--- config.mk ---
export PLATFORM = sky130hd
export DESIGN_NAME = url_percent_decoder
export DESIGN_NICKNAME = d
export VERILOG_FILES = /design/src/sv/urlpd_pkg.sv /design/src/sv/url_percent_decoder.sv
export SDC_FILE = /design/constraint.sdc
export NUM_CORES = 1
export LEC_CHECK = 0
export ABC_CLOCK_PERIOD_IN_PS = 3500
export BUFFER_PORTS_ARGS = -buffer_cell sky130_fd_sc_hd__buf_2
export CAP_MARGIN = 20
export CORE_ASPECT_RATIO = 0.5
export CORE_MARGIN = 3
export CORE_UTILIZATION = 39
export CTS_BUF_LIST = sky130_fd_sc_hd__clkbuf_16
export CTS_CLUSTER_DIAMETER = 100
export DETAILED_ROUTE_END_ITERATION = 10
export MAX_ROUTING_LAYER = met4
export SYNTH_ARGS = -nofsm -noshare
export SYNTH_HDL_FRONTEND = slang
export SYNTH_SLANG_ARGS = --single-unit
--- constraint.sdc ---
create_clock -name clk -period 3.5 [get_ports clk]
set_input_delay 0.35 -clock clk [delete_from_list [all_inputs] [get_ports clk]]
set_output_delay 0.35 -clock clk [all_outputs]
set_load 0.01 [all_outputs]
--- src/sv/urlpd_pkg.sv ---
`timescale 1ns / 1ps
// Package for the URL percent decoder: character codes, escape phase codes,
// the result count type and the hex digit decode. No dependencies.
package urlpd_pkg;

    localparam logic [7:0] CH_SPACE = 8'h20;
    localparam logic [7:0] CH_PLUS  = 8'h2B;
    localparam logic [7:0] CH_PCT   = 8'h25;
    localparam logic [7:0] CH_UNDER = 8'h5F;
    localparam logic [7:0] CH_DEL   = 8'h7F;
    localparam logic [7:0] CTRL_LIM = 8'h20;

    // escape phase codes
    localparam logic [1:0] PH_IDLE  = 2'd0;
    localparam logic [1:0] PH_PCT   = 2'd1;
    localparam logic [1:0] PH_DIGIT = 2'd2;

    localparam int MAX_RES = 3;

    typedef logic [1:0] res_cnt_t;

    // bit 4 set when the character is not a hex digit
    function automatic logic [4:0] hex_val(input logic [7:0] c);
        logic [4:0] v;
        v = 5'd16;
        if (c >= 8'h30 && c <= 8'h39)
        begin
            v = {1'b0, c[3:0]};
        end
        else if ((c >= 8'h41 && c <= 8'h46) || (c >= 8'h61 && c <= 8'h66))
        begin
            v = {1'b0, c[3:0] + 4'd9};
        end
        return v;
    endfunction

endpackage

--- src/sv/url_percent_decoder.sv ---
`timescale 1ns / 1ps
// Latency: a result is registered and appears in the cycle after the request that caused it.
// Throughput: one request per cycle while each yields at most one byte and m_tready
// is high; a request that yields two or three bytes holds s_tready low while the
// result buffer drains one byte per cycle, as long as m_tready is high.
// Reset (rst_n low, asynchronous): no escape pending, result buffer empty.
// Streaming URL percent decoder; uses urlpd_pkg.
module url_percent_decoder
    import urlpd_pkg::*;
(
    input  logic       clk,
    input  logic       rst_n,
    input  logic       s_tvalid,
    output logic       s_tready,
    input  logic [7:0] s_tdata,   // [7:0] in_byte
    input  logic       s_tlast,   // in_last
    output logic       m_tvalid,
    input  logic       m_tready,
    output logic [7:0] m_tdata,   // [7:0] out_byte
    output logic       m_tlast    // out_last
);

    logic [1:0]      phase_reg, phase_next;
    logic [7:0]      held_reg, held_next;
    logic [7:0]      res_reg [MAX_RES];
    logic [7:0]      res_next [MAX_RES];
    res_cnt_t        rem_reg, n_next;
    logic [1:0]      ptr_reg;
    logic            last_reg;
    logic            in_acc, out_acc;

    assign m_tvalid = (rem_reg != 2'd0);
    assign m_tdata  = res_reg[ptr_reg];
    assign m_tlast  = last_reg && (rem_reg == 2'd1);
    assign out_acc  = m_tvalid && m_tready;
    assign s_tready = (rem_reg == 2'd0) || ((rem_reg == 2'd1) && m_tready);
    assign in_acc   = s_tvalid && s_tready;

    always_comb
    begin
        logic [4:0] v;
        logic [4:0] hv;
        logic [7:0] d;
        logic       p_emit;
        logic [7:0] p_byte;
        logic       p_hold;

        v = hex_val(s_tdata);
        hv = hex_val(held_reg);
        d = {hv[3:0], v[3:0]};
        if (d < CTRL_LIM || d == CH_DEL)
        begin
            d = CH_UNDER;
        end

        // plain handling of the new byte with nothing pending
        p_emit = 1'b1;
        p_byte = s_tdata;
        p_hold = 1'b0;
        if (s_tdata == CH_PLUS)
        begin
            p_byte = CH_SPACE;
        end
        else if (s_tdata == CH_PCT && !s_tlast)
        begin
            p_emit = 1'b0;
            p_hold = 1'b1;
        end

        res_next[0] = p_byte;
        res_next[1] = p_byte;
        res_next[2] = p_byte;
        held_next   = held_reg;
        phase_next  = p_hold ? PH_PCT : PH_IDLE;
        n_next      = {1'b0, p_emit};

        unique case (phase_reg)
            PH_PCT:
            begin
                if (!v[4])
                begin
                    res_next[0] = CH_PCT;
                    res_next[1] = s_tdata;
                    if (s_tlast)
                    begin
                        n_next     = 2'd2;
                        phase_next = PH_IDLE;
                    end
                    else
                    begin
                        n_next     = 2'd0;
                        held_next  = s_tdata;
                        phase_next = PH_DIGIT;
                    end
                end
                else
                begin
                    res_next[0] = CH_PCT;
                    n_next      = p_emit ? 2'd2 : 2'd1;
                end
            end
            PH_DIGIT:
            begin
                if (!v[4])
                begin
                    res_next[0] = d;
                    n_next      = 2'd1;
                    phase_next  = PH_IDLE;
                end
                else
                begin
                    res_next[0] = CH_PCT;
                    res_next[1] = held_reg;
                    n_next      = p_emit ? 2'd3 : 2'd2;
                end
            end
            default:
            begin
            end
        endcase
    end

    always_ff @(posedge clk or negedge rst_n)
    begin
        if (!rst_n)
        begin
            phase_reg <= PH_IDLE;
            held_reg  <= 8'h00;
            rem_reg   <= 2'd0;
            ptr_reg   <= 2'd0;
            last_reg  <= 1'b0;
        end
        else if (in_acc)
        begin
            phase_reg <= phase_next;
            held_reg  <= held_next;
            rem_reg   <= n_next;
            ptr_reg   <= 2'd0;
            last_reg  <= s_tlast;
        end
        else if (out_acc)
        begin
            // advance to the next buffered byte
            rem_reg <= rem_reg - 2'd1;
            ptr_reg <= ptr_reg + 2'd1;
        end
    end

    always_ff @(posedge clk)
    begin
        if (in_acc)
        begin
            res_reg <= res_next;
        end
    end

    a_ready_room: assert property (@(posedge clk) disable iff (!rst_n)
        s_tready |-> rem_reg <= 2'd1)
        else $error("request taken while result buffer still holds bytes");

    a_last_flush: assert property (@(posedge clk) disable iff (!rst_n)
        (s_tvalid && s_tready && s_tlast) |=> phase_reg == PH_IDLE)
        else $error("escape still pending after final request");

    a_last_nonempty: assert property (@(posedge clk) disable iff (!rst_n)
        (s_tvalid && s_tready && s_tlast) |=> m_tvalid)
        else $error("final request produced no result");

    a_tlast_end: assert property (@(posedge clk) disable iff (!rst_n)
        (m_tvalid && m_tlast) |-> (rem_reg == 2'd1 && last_reg))
        else $error("out_last raised before the last buffered byte");

endmodule
# Word-level counts from Yosys, hierarchy flattened
# Index checks and enable logic that the tools add are counted.
dict set report totals {
  register_bits 39
  elab_cells 87
}
dict set report op_classes {
  n_reduce_logical 20
  n_bitwise 3
  mux 32
  addsub 4
  order_cmp 14
  eq_ne 6
}
# operator count
set ops {}
lappend ops {{$mux 8} 7}
lappend ops {{$ge 8x7->1 const B} 4}
lappend ops {{$le 8x7->1 const B} 4}
lappend ops {{$pmux 16 s2} 1}
lappend ops {{$mux 2} 10}
lappend ops {{$bmux 8 s2} 1}
lappend ops {{$eq 8x6->1 const B} 2}
lappend ops {{$ge 8x6->1 const B} 2}
lappend ops {{$le 8x6->1 const B} 2}
lappend ops {{$logic_and 1x1->1} 11}
lappend ops {{$mux 5} 2}
lappend ops {{$add 4x4->4 const B} 2}
lappend ops {{$eq 8x7->1 const B} 1}
lappend ops {{$lt 8x6->1 const B} 1}
lappend ops {{$mux 4} 2}
lappend ops {{$pmux 2 s2} 2}
lappend ops {{$mux 1} 7}
lappend ops {{$eq 2x1->1 const B} 2}
lappend ops {{$logic_or 1x1->1} 4}
lappend ops {{$reduce_and 4->1} 1}
lappend ops {{$reduce_bool 2->1} 2}
lappend ops {{$ge 3x3->1 const B} 1}
lappend ops {{$not 2->3} 1}
lappend ops {{$add 2x1->2 const B} 1}
lappend ops {{5 further kinds} 6}

# Logic depth before layout (Yosys ltp)
# Gate-level depths: netlist of the first run.
dict set report logic_depth {
  ltp_word 10
  ltp_mapped 9
  depth_no_buf 8
}

# Worst setup path before layout of the first run
# No wires, ideal clock.
dict set report synth_path {
  path_type {register to register}
  startpoint {reg held_reg[0]}
  endpoint {reg res_reg[16] in the netlist's numbering (data pin)}
  setup_slack_ps 1036
  stages_incl_launch_ff 10
  period_less_slack_ps 2464
  arrival_time_ps 2297
  t_required_ps 3333
  cell_sequence {dfrtp_1 > clkbuf_1 > inv_1 > ha_1 > nor3b_1 > a311oi_1 > a22oi_1 > nor2_1 > or4_4 > a221oi_2}
}
# element line_no
set synth_lines {}
lappend synth_lines {{start, declared} url_percent_decoder.sv:24} ;# logic [7:0] held_reg, held_next;
lappend synth_lines {{start signal, assigned} url_percent_decoder.sv:136} ;# held_reg <= held_next;
lappend synth_lines {{end signal, assigned} url_percent_decoder.sv:153} ;# res_reg <= res_next;
lappend synth_lines {{end, declared} url_percent_decoder.sv:25} ;# logic [7:0] res_reg [MAX_RES];

==> results.json, run 1 <==
{
  "outcome": "finished, final reports clean",
  "ant_nets": 0,
  "cpMaxStageDelayCell": "or4_4",
  "io_pins": 24,
  "antenna_found_initial": 0,
  "die-area_mm2": 0.00734,
  "seq_area_frac_synth": 0.447,
  "hold_viol": 0,
  "die_w_um": 118,
  "grt_max_degree": 30,
  "cts_buffers": 5,
  "clock_power_share": 0.316,
  "critPathArrivalTime_ns": 2.84,
  "drt_first_pass_iters": 5,
  "grt_pass1_wl_um": 9490,
  "dp_hpwl_um": 4400,
  "clockBufferDepth": 2,
  "grt.total_usage": 0.173,
  "worst_r2r_path_depth": 8,
  "post_cts_resized": 0,
  "relSlewSlack": 0.618,
  "critPathKind": "flop to flop",
  "setup_viol": 0,
  "portBuffers": 23,
  "die_h_um": 62.1,
  "htreeDepth": 2,
  "vias": 2019,
  "largest_reg_flops": 24,
  "pwr-share-seq": 0.411,
  "cts_setup_buffers": 0,
  "p_total_mw": 1.63,
  "cp-end-kind": "flop",
  "drcViolationCount": 0,
  "cp-startpoint": "held_reg[0]",
  "worstMarginPinSlew_ns": 0.573,
  "worstPathRequired_ns": 3.59,
  "hold_class": "input pin to flop",
  "r2r_end": "res_reg[20]",
  "synth_edf_count": 24,
  "overflow": 0,
  "ys.flop_type": "edfxtp_1",
  "ir_drop_uv": 205,
  "clkSinkCount": 39,
  "place.gp.congestion": 0.965,
  "area_growth_pct": 13.1,
  "rr_startpoint": "held_reg[0]",
  "syn-cell-area_mm2": 0.00245,
  "synthCells": 253,
  "final_nets": 289,
  "hp-start": "s_tdata[6]",
  "diodes": 0,
  "maxCapViolCount": 0,
  "core_mm2": 0.00578,
  "muxShareOfSynthArea": 0.0760,
  "rows": 19,
  "critPathMaxFanout": 10,
  "worstHoldPathCells": 1,
  "insertion_delay_ns": 0.28,
  "wl_um": 6020,
  "powerDensity_mw_per_mm2": 588,
  "cellInternalPower_mw": 1.11,
  "drt-initial-drc-count": 184,
  "fin_crit_sh": 0.787,
  "clk_pin_slew_ns": 0.06,
  "ys_ff_latch": 39,
  "fmax_mhz": 363,
  "reg2reg_slack_ns": 0.75,
  "cts-root-buf": "clkbuf_16",
  "vias_per_cell": 5.75,
  "synth_top_family_by_area": "compound AO/OA/AOI/OAI gates",
  "synth_xor_area_frac": 0.00357,
  "hold_slack_ns": 0.346,
  "worstSetupEndpoint": "res_reg[20]",
  "synth_compound_area_frac": 0.183,
  "critPathLaunchType": "flop",
  "switchingPower_mw": 0.519,
  "combinationalPowerShare": 0.273,
  "synthArstFlopShare": 0.385,
  "finClkSkew_ns": 0.00733,
  "p_sw_frac": 0.318,
  "synth_adder_area_share": 0.0510,
  "num-fill-cells": 554,
  "yosys.area_share.simple": 0.182,
  "cts_tree": "built",
  "rsz0062_at_grt": "no",
  "setup_tns_ns": 0,
  "max_stage_delay_ns": 0.58,
  "yosys_warnings": 0,
  "route.detailed.wl_per_inst_um": 17.1,
  "ys_types": 53,
  "slew_viol_final": 0,
  "power.static_leakage_nw": 1.14,
  "synth_nets": 276,
  "final.min_clock_period_ns": 2.75,
  "final_core_util": 0.480,
  "cp_cell_sequence": "inv_1 -> ha_1 -> nor3b_1 -> a311oi_1 -> a22oi_1 -> nor2_1 -> or4_4 -> o21ai_0",
  "start_util": 0.425,
  "drive_gt1_frac": 0.176,
  "grt_pass1_vias": 1820,
  "postSynthAreaPerCell_um2": 9.70
}
## cells in the final DEF, fill, tap and decap left out, types with 2 or more instances in the layout
cell	instances
a21oi_1	8
a22o_1	4
a22oi_1	7
a31oi_1	4
and2_1	2
and3_1	2
buf_2	23
clkbuf_16	5
dfrtp_1	15
edfxtp_1	24
ha_1	10
inv_1	15
mux2_2	5
mux2i_1	13
nand2_1	28
nand3_1	3
nand3b_1	2
nor2_1	17
nor2b_1	4
nor3_1	5
nor3b_1	6
o21ai_0	24
o21bai_1	2
o22ai_1	4
o31ai_1	2
or2_2	2
or3_1	2
## how the worst min path moves through the flow
stage	end	slack [ns]
2_1_floorplan	held_reg[0]	0.05
3_3_place_gp	held_reg[4]	0.28
3_5_place_dp	held_reg[7]	0.28
4_1_cts	res_reg[7]	0.34
5_1_grt	last_reg	0.36
6_report	res_reg[6]	0.35
## routing by layer
layer	GRT usage	up-vias	routed length, um
li1	-	950	-
met1	0.244	955	2980
met2	0.243	91	2370
met3	0.0362	23	483
met4	0.0700	0	178
met5	-	-	0
## Yosys cell counts, drive strengths merged, types with 6 or more instances
master  number  area (um2)
clkbuf      15        56.3
mux2i       13         130
ha          10         125
dfrtp       15         375
nor3b        6        45.0
nand2       28         105
nor3         6        35.0
nor2        17        63.8
o21ai       24         120
a22oi        7        52.6
a21oi        8        40.0
edfxtp      24         721
inv         15        56.3
## per-stage QoR
stage	setup WS (ns)	instance area, um2	instances
after global routing	0.511	2780	351
after floorplan	1.04	2450	253
final	0.747	2780	351
after detailed placement	0.748	2600	342
after global placement	0.680	2600	342
after CTS	0.791	2780	351
## critical path, delay by kind of cell, from the launching register on
kind,cells,cell delay (ns)
adder cells (fa/ha/maj),1,0.20
AND/OR/NAND/NOR,3,0.96
buffers and inverters,1,0.15
flip-flops,1,0.49
AO/OA/AOI/OAI,3,0.76
## power by group through the flow
stage | Sequential [mW] | Combinational [mW] | Clock, mW
after detailed placement | 0.679 | 0.446 | 0
after global routing | 0.682 | 0.502 | 0.539
final | 0.671 | 0.446 | 0.516
after floorplan | 0.626 | 0.334 | 0
after global placement | 0.676 | 0.444 | 0
after CTS | 0.670 | 0.451 | 0.522
## kinds of logic after synthesis
group                    count (synthesis)
buffers and inverters                   34
XOR/XNOR                                 1
AND/OR/NAND/NOR                         83
AO/OA/AOI/OAI                           68
flip-flops                              39
adder cells (fa/ha/maj)                 10
multiplexers                            18
## cell type report
class / instances / area, um2 / area share
Multi-Input combinational cell: 180 / 1220 / 0.438
Sequential cell: 39 / 1100 / 0.395
Tap cell: 84 / 105 / 0.0379
Inverter: 15 / 56.3 / 0.0203
Clock inverter: 3 / 43.8 / 0.0158
Timing Repair Buffer: 25 / 133 / 0.0478
Clock buffer: 5 / 125 / 0.0451
## what timing repair did
item / 4_1_cts / 5_1_grt
setup endpoints to repair: 0 / 0
endpoints found under the hold margin: 15 / 0
hold buffers: 1 / 0
No activity file was read; power rests on OpenSTA's default activity.
==> run 2, diff against run 1 <==
--- a/config.mk
+++ b/config.mk
@@ -5,7 +5,7 @@
 export SDC_FILE = /design/constraint.sdc
 export NUM_CORES = 1
 export LEC_CHECK = 0
-export ABC_CLOCK_PERIOD_IN_PS = 3500
+export ABC_CLOCK_PERIOD_IN_PS = 2200
 export BUFFER_PORTS_ARGS = -buffer_cell sky130_fd_sc_hd__buf_2
 export CAP_MARGIN = 20
 export CORE_ASPECT_RATIO = 0.5
==> constraint.sdc (replaced) <==
create_clock -name clk -period 2.2 [get_ports clk]
set_input_delay 0.22 -clock clk [delete_from_list [all_inputs] [get_ports clk]]
set_output_delay 0.22 -clock clk [all_outputs]
set_load 0.01 [all_outputs]
==> results.json, run 2 (same netlist as run 1, synthesis figures left out) <==
{
  "critPathKind": "flop to flop",
  "min_to": "last_reg",
  "maxCapViolCount": 0,
  "fmax_mhz": 434,
  "fin_crit_sh": 1.05,
  "final_nets": 340,
  "drive_gt1_frac": 0.349,
  "die_h_um": 62.1,
  "cts-root-buf": "clkbuf_16",
  "layout_commonest_cell": "buf_4",
  "hold_slack_ns": 0.206,
  "place.gp.congestion": 0.980,
  "insertion_delay_ns": 0.28,
  "worstHoldPathCells": 3,
  "clockBufferDepth": 2,
  "final.min_clock_period_ns": 2.31,
  "grt_pass1_wl_um": 10800,
  "worstPathRequired_ns": 2.30,
  "cts_buffers": 5,
  "grt.total_usage": 0.198,
  "core_mm2": 0.00578,
  "cpMaxStageDelayCell": "or4_4",
  "critPathArrivalTime_ns": 2.40,
  "power.static_leakage_nw": 1.38,
  "relSlewSlack": 0.651,
  "rsz0062_at_grt": "yes",
  "fin_area_mm2": 0.00322,
  "p_total_mw": 2.57,
  "worstMarginPinSlew_ns": 0.523,
  "max_stage_delay_ns": 0.58,
  "vias": 2159,
  "htreeDepth": 2,
  "area_growth_pct": 31.3,
  "drcViolationCount": 0,
  "setup_ws_ns": -0.105,
  "outcome": "finished, violations left",
  "num-fill-cells": 525,
  "route.detailed.wl_per_inst_um": 16.3,
  "hold_class": "input pin to flop",
  "r2r_end": "res_reg[16]",
  "wl_um": 6570,
  "diodes": 0,
  "drt-initial-drc-count": 103,
  "cts_tree": "built",
  "hold_viol": 0,
  "antenna_found_initial": 0,
  "die-area_mm2": 0.00734,
  "reg2reg_slack_ns": -0.11,
  "ir_drop_uv": 272,
  "clk_pin_slew_ns": 0.06,
  "dp_hpwl_um": 5050,
  "drt_first_pass_iters": 5,
  "finClkSkew_ns": 0.00379,
  "cp_cell_sequence": "inv_2 -> ha_4 -> nor3b_4 -> a311oi_2 -> a22oi_2 -> nor2b_1 -> or4_4 -> a221oi_4",
  "start_util": 0.425,
  "grt_pass1_vias": 2096,
  "placed_area_mm2": 0.00302,
  "violations": "negative setup slack",
  "vias_per_cell": 5.37,
  "mostFrequentLayoutCells": "52 x buf_4, 26 x nand2_1, 24 x o21ai_0, 24 x edfxtp_1, 23 x buf_2",
  "slew_viol_final": 0,
  "overflow": 0,
  "cp-end-kind": "flop",
  "rr_startpoint": "held_reg[1]",
  "grt_max_degree": 30,
  "largest_reg_flops": 24,
  "pre_cts_slack_ns": -0.169,
  "clkSinkCount": 39,
  "rows": 19,
  "setup_viol": 6,
  "ant_nets": 0,
  "die_w_um": 118,
  "powerDensity_mw_per_mm2": 798,
  "critPathMaxFanout": 5,
  "hp-start": "s_tlast",
  "io_pins": 24,
  "worst_r2r_path_depth": 8,
  "critPathLaunchType": "flop",
  "portBuffers": 23,
  "final_core_util": 0.558
}
## run 2: repair_timing
action | 4_1_cts | 5_1_grt
hold buffers | 1 | 0
gates cloned | 0 | 0
endpoints found under the hold margin | 15 | 0
endpoints found under the setup margin | 6 | 9
buffers inserted | 1 | 1
pin swaps | 6 | 2
resized for setup | 3 | 4
## run 2: how the worst max path moves through the flow
stage,start,end,slack (ns)
final,held_reg[1],res_reg[16],-0.11
after global routing,held_reg[1],res_reg[16],-0.20
after CTS,held_reg[0],res_reg[16],-0.15
after detailed placement,held_reg[0],res_reg[16],-0.17
after global placement,s_tdata[4],res_reg[16],-0.14
after floorplan,held_reg[0],res_reg[16],-0.04
## run 2: layer usage
layer | GRT usage | part of all wire | routed length (um)
met1 | 0.274 | 0.49 | 3200
met5 | - | 0 | 0
met2 | 0.306 | 0.43 | 2830
met3 | 0.0362 | 0.068 | 449
met4 | 0.0517 | 0.013 | 88
## run 2: metrics by stage
step,setup TNS [ns],instances
2_1_floorplan,-0.0350,253
3_3_place_gp,-0.945,391
3_5_place_dp,-1.36,391
4_1_cts,-0.369,401
5_1_grt,-0.817,402
6_report,-0.371,402
## run 2: critical path, delay by kind of cell (launching register included)
| family | cells | cell delay [ns] |
|---|---|---|
| AND/OR/NAND/NOR | 3 | 0.85 |
| AO/OA/AOI/OAI | 3 | 0.61 |
| flip-flops | 1 | 0.39 |
| adder cells (fa/ha/maj) | 1 | 0.15 |
| buffers and inverters | 1 | 0.12 |
## run 2: where the power goes
| group | internal, mW | switching [mW] |
|---|---|---|
| Clock | 0.414 | 0.286 |
| Combinational | 0.363 | 0.469 |
| Sequential | 0.944 | 0.0939 |
| Total | 1.72 | 0.849 |
## run 2: cell type report
| class | count | area [um2] | share of cell area |
|---|---|---|---|
| repair buffers | 76 | 515 | 0.160 |
| inverters | 15 | 62.6 | 0.0194 |
| multi-input cells | 180 | 1300 | 0.403 |
| well taps | 84 | 105 | 0.0326 |
| flip-flops and latches | 39 | 1100 | 0.341 |
| clock buffers | 5 | 125 | 0.0389 |
| clock inverters | 3 | 16.3 | 0.00505 |
==> run 3, diff against run 2 <==
--- a/config.mk
+++ b/config.mk
@@ -6,7 +6,7 @@
 export NUM_CORES = 1
 export LEC_CHECK = 0
 export ABC_CLOCK_PERIOD_IN_PS = 2200
-export BUFFER_PORTS_ARGS = -buffer_cell sky130_fd_sc_hd__buf_2
+export BUFFER_PORTS_ARGS = -buffer_cell sky130_fd_sc_hd__buf_4
 export CAP_MARGIN = 20
 export CORE_ASPECT_RATIO = 0.5
 export CORE_MARGIN = 3
==> results.json, run 3 (same netlist as run 1, synthesis figures left out) <==
{
  "antenna_found_initial": 0,
  "num-fill-cells": 507,
  "drt_first_pass_iters": 4,
  "overflow": 0,
  "grt.total_usage": 0.199,
  "relSlewSlack": 0.677,
  "core_mm2": 0.00578,
  "clockBufferDepth": 2,
  "maxCapViolCount": 0,
  "powerDensity_mw_per_mm2": 813,
  "drcViolationCount": 0,
  "ir_drop_uv": 371,
  "hold_class": "input pin to flop",
  "start_util": 0.425,
  "critPathKind": "flop to flop",
  "finClkSkew_ns": 0.00500,
  "violations": "negative setup slack",
  "hold_viol": 0,
  "area_growth_pct": 33.1,
  "grt_pass1_wl_um": 10700,
  "placed_area_mm2": 0.00306,
  "setup_tns_ns": -0.606,
  "worstPathRequired_ns": 2.30,
  "critPathMaxFanout": 5,
  "layout_commonest_cell": "buf_4",
  "cts-root-buf": "clkbuf_16",
  "cp_cell_sequence": "inv_2 -> ha_4 -> nor3b_4 -> a311oi_2 -> a22oi_2 -> nor2b_1 -> or4_4 -> a221oi_4",
  "grt_pass1_vias": 2065,
  "slew_viol_final": 0,
  "grt_max_degree": 30,
  "outcome": "finished, violations left",
  "portBuffers": 23,
  "vias": 2151,
  "cpMaxStageDelayCell": "or4_4",
  "clk_pin_slew_ns": 0.06,
  "fin_area_mm2": 0.00327,
  "cp-end-kind": "flop",
  "htreeDepth": 2,
  "critPathLaunchType": "flop",
  "cts_tree": "built",
  "drt-initial-drc-count": 129,
  "wl_um": 6540,
  "worstMarginPinSlew_ns": 0.483,
  "ant_nets": 0,
  "hold_slack_ns": 0.163,
  "die-area_mm2": 0.00734,
  "vias_per_cell": 5.38,
  "dp_hpwl_um": 5200,
  "critPathArrivalTime_ns": 2.43,
  "final.min_clock_period_ns": 2.33,
  "setup_ws_ns": -0.130,
  "cts_buffers": 5,
  "p_total_mw": 2.65,
  "rsz0062_at_grt": "yes",
  "fin_cells": 400,
  "fin_crit_sh": 1.06,
  "setup_viol": 7,
  "max_stage_delay_ns": 0.59,
  "insertion_delay_ns": 0.29,
  "clkSinkCount": 39,
  "route.detailed.wl_per_inst_um": 16.3,
  "die_w_um": 118,
  "io_pins": 24,
  "final_core_util": 0.566,
  "die_h_um": 62.1,
  "place.gp.congestion": 0.915,
  "rows": 19,
  "largest_reg_flops": 24,
  "place_inst": 389,
  "power.static_leakage_nw": 1.39,
  "diodes": 0,
  "mostFrequentLayoutCells": "73 x buf_4, 26 x nand2_1, 24 x o21ai_0, 24 x edfxtp_1, 17 x nor2_1",
  "fmax_mhz": 429,
  "final_nets": 338,
  "pre_cts_slack_ns": -0.208,
  "drive_gt1_frac": 0.348
}
## run 3: changes by cell type in the layout (fill, tap and decap cells not counted), sizes merged
cell | previous run | this run
buf | 75 | 73
## run 3: critical path: cells and delay by family (launching register included)
family,cells,cell delay [ns]
AOI/OAI and AO/OA,3,0.61
buffers and inverters,1,0.12
DFF,1,0.40
adders and majority gates,1,0.15
and+or+nand+nor,3,0.86
## run 3: layout make-up
class	count	area (um2)	area share
Multi-Input combinational cell	180	1300	0.399
Clock inverter	3	16.3	0.00498
Clock buffer	5	125	0.0383
Tap cell	84	105	0.0322
Inverter	15	62.6	0.0191
Timing Repair Buffer	74	558	0.171
Sequential cell	39	1100	0.336
## run 3: path summary, 6_finish.rpt
check / from / to / slack [ns] / cells after the start
max: held_reg[1] / res_reg[16] / -0.13 / 8
min: s_tlast / last_reg / 0.16 / 3
max reg2reg: held_reg[1] / res_reg[16] / -0.13 / 8
min reg2reg: last_reg / last_reg / 0.47 / 2
max in group asynchronous: rst_n / held_reg[0] / 1.68 / 2
min in group asynchronous: rst_n / held_reg[0] / 0.33 / 2
## run 3: repair_timing
| action | in CTS | in global routing |
|---|---|---|
| hold endpoints to repair | 15 | 0 |
| resized for setup | 6 | 2 |
| buffers inserted | 2 | 0 |
| pin swaps | 4 | 2 |
| hold buffers | 1 | 0 |
| endpoints found under the setup margin | 6 | 8 |
## run 3: power breakdown
group	switching, mW	internal (mW)
clock	0.297	0.414
combinational	0.472	0.430
sequential	0.0994	0.944
total	0.868	1.79
## run 3: layer usage
metal / global-route usage / vias up / part of all wire
li1: - / 1046 / -
met5: - / - / 0
met1: 0.275 / 1035 / 0.51
met3: 0.0398 / 7 / 0.051
met2: 0.298 / 63 / 0.43
met4: 0.0600 / 0 / 0.011
